==> src/design/gdd_pkg.sv <==
// Shared widths, result type and calendar helper functions for the date difference unit.
package gdd_pkg;

  localparam int YEAR_BITS  = 14;
  localparam int MONTH_BITS = 4;
  localparam int DAY_BITS   = 5;
  localparam int DIFF_BITS  = 23;
  // Day count since 0001-01-01 needs about nine bits more than the year
  localparam int CNT_BITS   = YEAR_BITS + 9;
  // Quotient widths for year/100 and year/400
  localparam int Q100_BITS  = YEAR_BITS - 6;
  localparam int Q400_BITS  = YEAR_BITS - 8;
  // Reciprocal of 25 scaled by 2^20, rounded up
  localparam int DIV25_SHIFT = 20;
  localparam int DIV25_MUL   = 41944;

  localparam logic [MONTH_BITS-1:0] MONTH_FEB = MONTH_BITS'(2);

  // One lane's result: date is valid, and its day number
  typedef struct packed {
    logic                ok;
    logic [CNT_BITS-1:0] num;
  } lane_res_t;

  // Divide by 25 through a scaled reciprocal; exact for every input of its YEAR_BITS-2 bit width
  function automatic logic [Q100_BITS-1:0] div_by_25(input logic [YEAR_BITS-3:0] x);
    logic [YEAR_BITS+13:0] prod;
    prod = (YEAR_BITS+14)'(x) * (YEAR_BITS+14)'(DIV25_MUL);
    return prod[YEAR_BITS+13:DIV25_SHIFT];
  endfunction

  // Days before the first of each month in a common year
  function automatic logic [8:0] days_before_month(input logic [MONTH_BITS-1:0] m);
    logic [8:0] r;
    case (m)
      4'd1:    r = 9'd0;
      4'd2:    r = 9'd31;
      4'd3:    r = 9'd59;
      4'd4:    r = 9'd90;
      4'd5:    r = 9'd120;
      4'd6:    r = 9'd151;
      4'd7:    r = 9'd181;
      4'd8:    r = 9'd212;
      4'd9:    r = 9'd243;
      4'd10:   r = 9'd273;
      4'd11:   r = 9'd304;
      4'd12:   r = 9'd334;
      default: r = 9'd0;
    endcase
    return r;
  endfunction

  // Length of a month, with February following the leap flag
  function automatic logic [DAY_BITS-1:0] month_length(input logic [MONTH_BITS-1:0] m,
                                                     input logic leap);
    logic [DAY_BITS-1:0] r;
    if (m == MONTH_FEB) begin
      r = leap ? DAY_BITS'(29) : DAY_BITS'(28);
    end else if (m inside {4'd4, 4'd6, 4'd9, 4'd11}) begin
      r = DAY_BITS'(30);
    end else begin
      r = DAY_BITS'(31);
    end
    return r;
  endfunction

endpackage

==> src/design/gdd_lane.sv <==
// One date lane: validity check and day number since 0001-01-01, three register stages.
module gdd_lane import gdd_pkg::*; (
  input  logic                  clk,
  input  logic [YEAR_BITS-1:0]  year,
  input  logic [MONTH_BITS-1:0] month,
  input  logic [DAY_BITS-1:0]   day,
  output lane_res_t             res
);

  // Stage 1 registers
  logic [YEAR_BITS-1:0]  py1;
  logic [MONTH_BITS-1:0] m1;
  logic [DAY_BITS-1:0]   d1;
  logic                  yz1;
  logic [CNT_BITS-1:0]   p365_1;
  logic [Q100_BITS-1:0]  q100_1;
  logic [Q400_BITS-1:0]  q400_1;

  // Stage 2 registers
  logic [MONTH_BITS-1:0] m2;
  logic [DAY_BITS-1:0]   d2;
  logic                  ok2;
  logic                  leap2;
  logic [CNT_BITS-1:0]   base2;

  // Stage 2 logic
  logic [YEAR_BITS-1:0]  py_in;
  logic [YEAR_BITS-1:0]  r100;
  logic [YEAR_BITS-1:0]  r400;
  logic                  leap;
  logic                  ok_next;
  logic [CNT_BITS-1:0]   base_next;
  logic [CNT_BITS-1:0]   num_next;
  logic                  late_leap;

  assign py_in = year - YEAR_BITS'(1);

  // Stage 1: elapsed years, their day product and the century quotients
  always_ff @(posedge clk) begin
    py1    <= py_in;
    m1     <= month;
    d1     <= day;
    yz1    <= (year == '0);
    p365_1 <= CNT_BITS'(py_in) * CNT_BITS'(365);
    q100_1 <= div_by_25(py_in[YEAR_BITS-1:2]);
    q400_1 <= Q400_BITS'(div_by_25((YEAR_BITS-2)'(py_in[YEAR_BITS-1:4])));
  end

  // Leap test on y = py + 1: y%100 == 0 exactly when py%100 == 99
  assign r100 = py1 - YEAR_BITS'(YEAR_BITS'(q100_1) * YEAR_BITS'(100));
  assign r400 = py1 - YEAR_BITS'(YEAR_BITS'(q400_1) * YEAR_BITS'(400));
  assign leap = ((py1[1:0] == 2'b11) && (r100 != YEAR_BITS'(99)))
             || (r400 == YEAR_BITS'(399));

  assign ok_next = !yz1 && (m1 inside {[4'd1:4'd12]}) && (d1 != '0)
                && (d1 <= month_length(m1, leap));

  assign base_next = p365_1 + CNT_BITS'(py1[YEAR_BITS-1:2])
                   - CNT_BITS'(q100_1) + CNT_BITS'(q400_1);

  // Stage 2: hold validity, leap flag and whole-year day base
  always_ff @(posedge clk) begin
    m2    <= m1;
    d2    <= d1;
    ok2   <= ok_next;
    leap2 <= leap;
    base2 <= base_next;
  end

  // Stage 3: add days within the year
  assign late_leap = leap2 && (m2 > MONTH_FEB);
  assign num_next  = base2 + CNT_BITS'(days_before_month(m2)) + CNT_BITS'(late_leap)
                   + CNT_BITS'(d2) - CNT_BITS'(1);

  always_ff @(posedge clk) begin
    res.ok  <= ok2;
    res.num <= num_next;
  end

endmodule

==> src/design/gdd_merge.sv <==
// Merge stage: absolute difference of the two lane day numbers, gated by validity.
module gdd_merge import gdd_pkg::*; (
  input  logic                 clk,
  input  lane_res_t            res_a,
  input  lane_res_t            res_b,
  output logic                 both_valid,
  output logic [DIFF_BITS-1:0] day_difference
);

  logic                both_ok;
  logic [CNT_BITS-1:0] diff;

  // Subtract the smaller count from the larger
  assign both_ok = res_a.ok && res_b.ok;
  assign diff    = (res_a.num >= res_b.num) ? (res_a.num - res_b.num)
                                            : (res_b.num - res_a.num);

  // Wrap the difference to the result width
  always_ff @(posedge clk) begin
    both_valid     <= both_ok;
    day_difference <= both_ok ? DIFF_BITS'(diff) : '0;
  end

endmodule

==> src/design/gregorian_date_difference_unit.sv <==
// Top level of the date difference unit: two date lanes, merge stage and strobe pipeline.
//
//  channel | signals                                        | handshake
//  --------+------------------------------------------------+--------------------------
//  input   | year_a month_a day_a year_b month_b day_b      | start high, busy low
//  output  | both_valid day_difference                      | done high for one cycle
//
// Each accepted transaction reaches its done strobe through
// three stages in each date lane and one in the merge stage.
// A new transaction may be started every cycle; busy stays low.
// Synchronous reset clears the strobe pipeline only; data registers are not reset.
// The receiver cannot stall: each result is shown for exactly one cycle.
module gregorian_date_difference_unit import gdd_pkg::*; (
  input  logic                  clk,
  input  logic                  rst,
  input  logic                  start,
  output logic                  busy,
  input  logic [YEAR_BITS-1:0]  year_a,
  input  logic [MONTH_BITS-1:0] month_a,
  input  logic [DAY_BITS-1:0]   day_a,
  input  logic [YEAR_BITS-1:0]  year_b,
  input  logic [MONTH_BITS-1:0] month_b,
  input  logic [DAY_BITS-1:0]   day_b,
  output logic                  done,
  output logic                  both_valid,
  output logic [DIFF_BITS-1:0]  day_difference
);

  localparam int LATENCY = 4;

  lane_res_t          res_a;
  lane_res_t          res_b;
  logic [LATENCY-1:0] vpipe;
  logic               accept;

  assign busy   = 1'b0;
  assign accept = start && !busy;

  // One lane per date
  gdd_lane u_lane_a (
    .clk   (clk),
    .year  (year_a),
    .month (month_a),
    .day   (day_a),
    .res   (res_a)
  );

  gdd_lane u_lane_b (
    .clk   (clk),
    .year  (year_b),
    .month (month_b),
    .day   (day_b),
    .res   (res_b)
  );

  // Combine lane results
  gdd_merge u_merge (
    .clk            (clk),
    .res_a          (res_a),
    .res_b          (res_b),
    .both_valid     (both_valid),
    .day_difference (day_difference)
  );

  // Advance the transaction strobe alongside the data
  always_ff @(posedge clk) begin
    if (rst) begin
      vpipe <= '0;
    end else begin
      vpipe <= {vpipe[LATENCY-2:0], accept};
    end
  end

  assign done = vpipe[LATENCY-1];

  // Each strobe traces back to an earlier accepted transaction
  a_done_origin: assert property (@(posedge clk) disable iff (rst)
    done |-> $past(accept, LATENCY))
    else $error("done without an accepted transaction");

  // Invalid results carry a zero difference
  a_invalid_zero: assert property (@(posedge clk) disable iff (rst)
    (done && !both_valid) |-> (day_difference == '0))
    else $error("nonzero difference on invalid result");

  // Year zero is never valid
  a_year_zero: assert property (@(posedge clk) disable iff (rst)
    (done && $past(year_a == '0 || year_b == '0, LATENCY)) |-> !both_valid)
    else $error("year zero reported valid");

  // Identical dates give a zero difference
  a_same_date: assert property (@(posedge clk) disable iff (rst)
    (done && $past(year_a == year_b && month_a == month_b && day_a == day_b, LATENCY))
      |-> (day_difference == '0))
    else $error("identical dates gave nonzero difference");

endmodule
==> config.mk <==
export PLATFORM = sky130hd
export DESIGN_NAME = gregorian_date_difference_unit
export DESIGN_NICKNAME = d
export VERILOG_FILES = /design/src/design/gdd_pkg.sv /design/src/design/gdd_lane.sv /design/src/design/gdd_merge.sv /design/src/design/gregorian_date_difference_unit.sv
export SDC_FILE = /design/constraint.sdc
export NUM_CORES = 1
export LEC_CHECK = 0
export BUFFER_PORTS_ARGS = -buffer_cell sky130_fd_sc_hd__buf_2
export CAP_MARGIN = 20
export CORE_MARGIN = 10
export CORE_UTILIZATION = 65
export DETAILED_ROUTE_END_ITERATION = 10
export PLACE_DENSITY_LB_ADDON = 0.15
export SYNTH_ARGS = -nofsm -noshare
export SYNTH_HDL_FRONTEND = slang
export SYNTH_SLANG_ARGS = --single-unit
==> constraint.sdc <==
create_clock -name clk -period 9.6 [get_ports clk]
set_input_delay 0.48 -clock clk [delete_from_list [all_inputs] [get_ports clk]]
set_output_delay 0.48 -clock clk [all_outputs]
set_load 0.01 [all_outputs]
==> metrics.txt <==
commonest register cell after synthesis dfxtp_1; clock sinks 280; worst-case clock skew 0.0166 ns; die width around 240 um; port bufs 73; sequential area share after synthesis 18.5%; H-tree depth 1; Min-Delay Path Class input pin to flop; number of diodes 0; Bufs on Longest Clock Path 3; Nets 4376; RSZ-0062 raised after global routing no; gp weighted congestion between 0.9 and 1; top post-synthesis cells by count 731 x inv_1, 656 x ha_1, 280 x dfxtp_1; CP Launch Type input pin; total CTS buffers 31; Initial Util 65.5%; antenna violations before repair 1; most common cell in the netlist inv_1; top cells by area, synth ha_1 27%, dfxtp_1 18%, fa_1 16%, inv_1 9.0%, xnor2_1 4.5%; Post-CTS Setup Bufs 0; mean post-synth cell area between 9 and 10 um2; DRC 0; ys async rst share 0%; Core Util, Final 70.7%; status finished, final reports clean; Rows 79; Synth warnings 0; Final Setup Violations 0; area of the core 46400 um2; Yosys top cell area share 27.0%; Sum Neg Setup Slack 0 ns; share of layout cells above drive strength 1 5.13%; crit path DAT 7.44 ns; slew at the pin with the worst max-slew slack 1.01 ns; Critical Path Sink Type flop; mean number of vias per cell around 5.6; largest net degree at the start of global routing 25; first-pass GRT wire length 114000 um; Final Hold Viols 0; die height 236 um; Mapped Cells ~3300; Top Ports 75; fmax 0.144 GHz; distinct cell type count after synthesis 96; Max Cap Viol 0; mapped cell area 30400 um2; synthesis-stage register bit count 280; drt initial violations between 1000 and 1500; Rel. slew slack 32.0%; CP Class input pin to flop; antenna-violating nets left 0; area growth from synthesis to layout 7.91%; total track usage 24.0%; vias in the first global route 23300; drt total wl 67000 um; clk slew on worst S/H paths roughly 0.060 ns; Via Count between 20000 and 25000; Period minus WS final roughly 7 ns; CTS Root Cell clkbuf_16; CP Max Fanout 5; Worst Path Required between 10 and 15 ns; number of synthesized flops with an enable pin 0; area leader, netlist ha_1; routed len/inst 16.5 um; first drt pass iteration count 5; Max Slew Vio Count 0; Net Count, Synth 4277; Remaining Overflow, GRT 0; full die area 55800 um2; period utilisation layout 72.4%; CTS tree done; Clk Latency, worst-skew pair 0.58 ns; HPWL after detailed placement 56300 um
## critical path, stage by stage
cell and delay (ns):
buf_2 0.13, nor3_1 0.25, nand2b_1 0.13, or3_1 0.37
nor3_2 0.19, nand2_1 0.12, or3_1 0.39, xnor2_2 0.30
nor2_1 0.12, or2_1 0.30, ha_1 0.34, fa_1 0.50
inv_1 0.05, fa_1 0.55, inv_1 0.07, fa_1 0.48
inv_1 0.05, fa_1 0.47, inv_1 0.04, ha_1 0.28
a21o_1 0.17, a21oi_1 0.12, nor2_1 0.05, a221o_1 0.42
a2111oi_0 0.45, nor3_1 0.17, a31oi_1 0.25, xor2_1 0.18
## metal layers
metal	vias to the layer above	part of all wire (%)	global-route usage, %	wire length (um)
li1	11200	-	-	-
met1	10700	44	30.8	29500
met2	547	48	42.0	32400
met3	122	4.9	2.45	3270
met4	0	2.8	6.99	1890
met5	-	0	0	0
## kinds of logic (layout without fill, tap and decap cells)
logic type,after synthesis,count (layout),synth area share (%)
muxes,20,20,0.729
AOI/OAI and AO/OA,579,579,12.4
other,1,1,0.0123
buffers and inverters,767,890,9.60
adders and majority gates,898,898,43.0
xor gates and xnor gates,230,230,6.68
and+or+nand+nor,555,555,9.19
DFF,280,280,18.5
## layout make-up
cell class / count / area [um2]
clock inverter: 21 / 393
multi-input combinational: 2283 / 21900
inverter: 733 / 2750
sequential: 280 / 5610
clock buffer: 36 / 805
timing repair buffer: 100 / 611
fill: 3639 / 13600
tap: 607 / 759
## metrics by stage
stage | cells | hold slack (ns) | setup WS [ns] | cell area, um2
floorplan | 3330 | 0.310 | 2.96 | 30400
global placement | 3986 | 0.314 | 2.31 | 31400
detailed placement | 3986 | 0.323 | 2.18 | 31400
CTS | 4060 | 0.00613 | 2.70 | 32800
global route | 4060 | 0.0167 | 2.11 | 32800
finish | 4060 | 0.0322 | 2.65 | 32800
## placed cells by master (no fill, tap or decap), types with 14 or more instances in the layout
| master | n |
|---|---|
| o211ai_1 | 15 |
| mux2i_1 | 14 |
| a21o_1 | 73 |
| buf_2 | 73 |
| nand2_1 | 100 |
| o21a_1 | 26 |
| nand2b_1 | 25 |
| ha_1 | 656 |
| nor2_1 | 156 |
| o31ai_1 | 14 |
| a31oi_1 | 20 |
| dfxtp_1 | 280 |
| o21ai_0 | 104 |
| and2_1 | 18 |
| nand3_1 | 46 |
| clkbuf_16 | 31 |
| or3_1 | 20 |
| a21oi_1 | 189 |
| xnor2_1 | 155 |
| a211oi_1 | 22 |
| and3_1 | 16 |
| nor3_1 | 62 |
| o21bai_1 | 21 |
| xor2_1 | 73 |
| fa_1 | 242 |
| dlygate4sd3_1 | 17 |
| inv_1 | 731 |
| nor2b_1 | 47 |
## flip-flops by register name, summed over array words and instances (netlist names), 5 cells and up, named ones only
| register | count |
|---|---|
| u_lane_a.base2 | 23 |
| u_lane_a.d1 | 5 |
| u_lane_a.d2 | 5 |
| u_lane_a.p365_1 | 21 |
| u_lane_a.py1 | 14 |
| u_lane_a.q100_1 | 8 |
| u_lane_a.q400_1 | 6 |
| u_lane_a.res | 24 |
| u_lane_b.base2 | 23 |
| u_lane_b.d1 | 5 |
| u_lane_b.d2 | 5 |
| u_lane_b.p365_1 | 21 |
| u_lane_b.py1 | 14 |
| u_lane_b.q100_1 | 8 |
| u_lane_b.q400_1 | 6 |
| u_lane_b.res | 24 |
| u_merge.day_difference | 23 |
## worst paths after layout
check	startpoint	to	slack (ns)	cells past startpoint
hold / removal	day_a[3]	u_lane_a.d1[3]	0.03	1
setup / recovery	year_a[2]	u_lane_a.q100_1[7]	2.65	28
setup reg to reg	u_lane_b.q100_1[2]	u_lane_b.ok2	4.36	22
hold reg to reg	u_lane_a.ok2	u_lane_a.res[23]	0.33	0
## what timing repair did
item                                   4_1_cts  5_1_grt
endpoints found under the hold margin       17        0
hold buffers                                17        0
resized for setup                            0        0
Power is left out: the tool's default activity adds up to more than one toggle a clock period on the data nets, which glitch-free logic cannot reach.
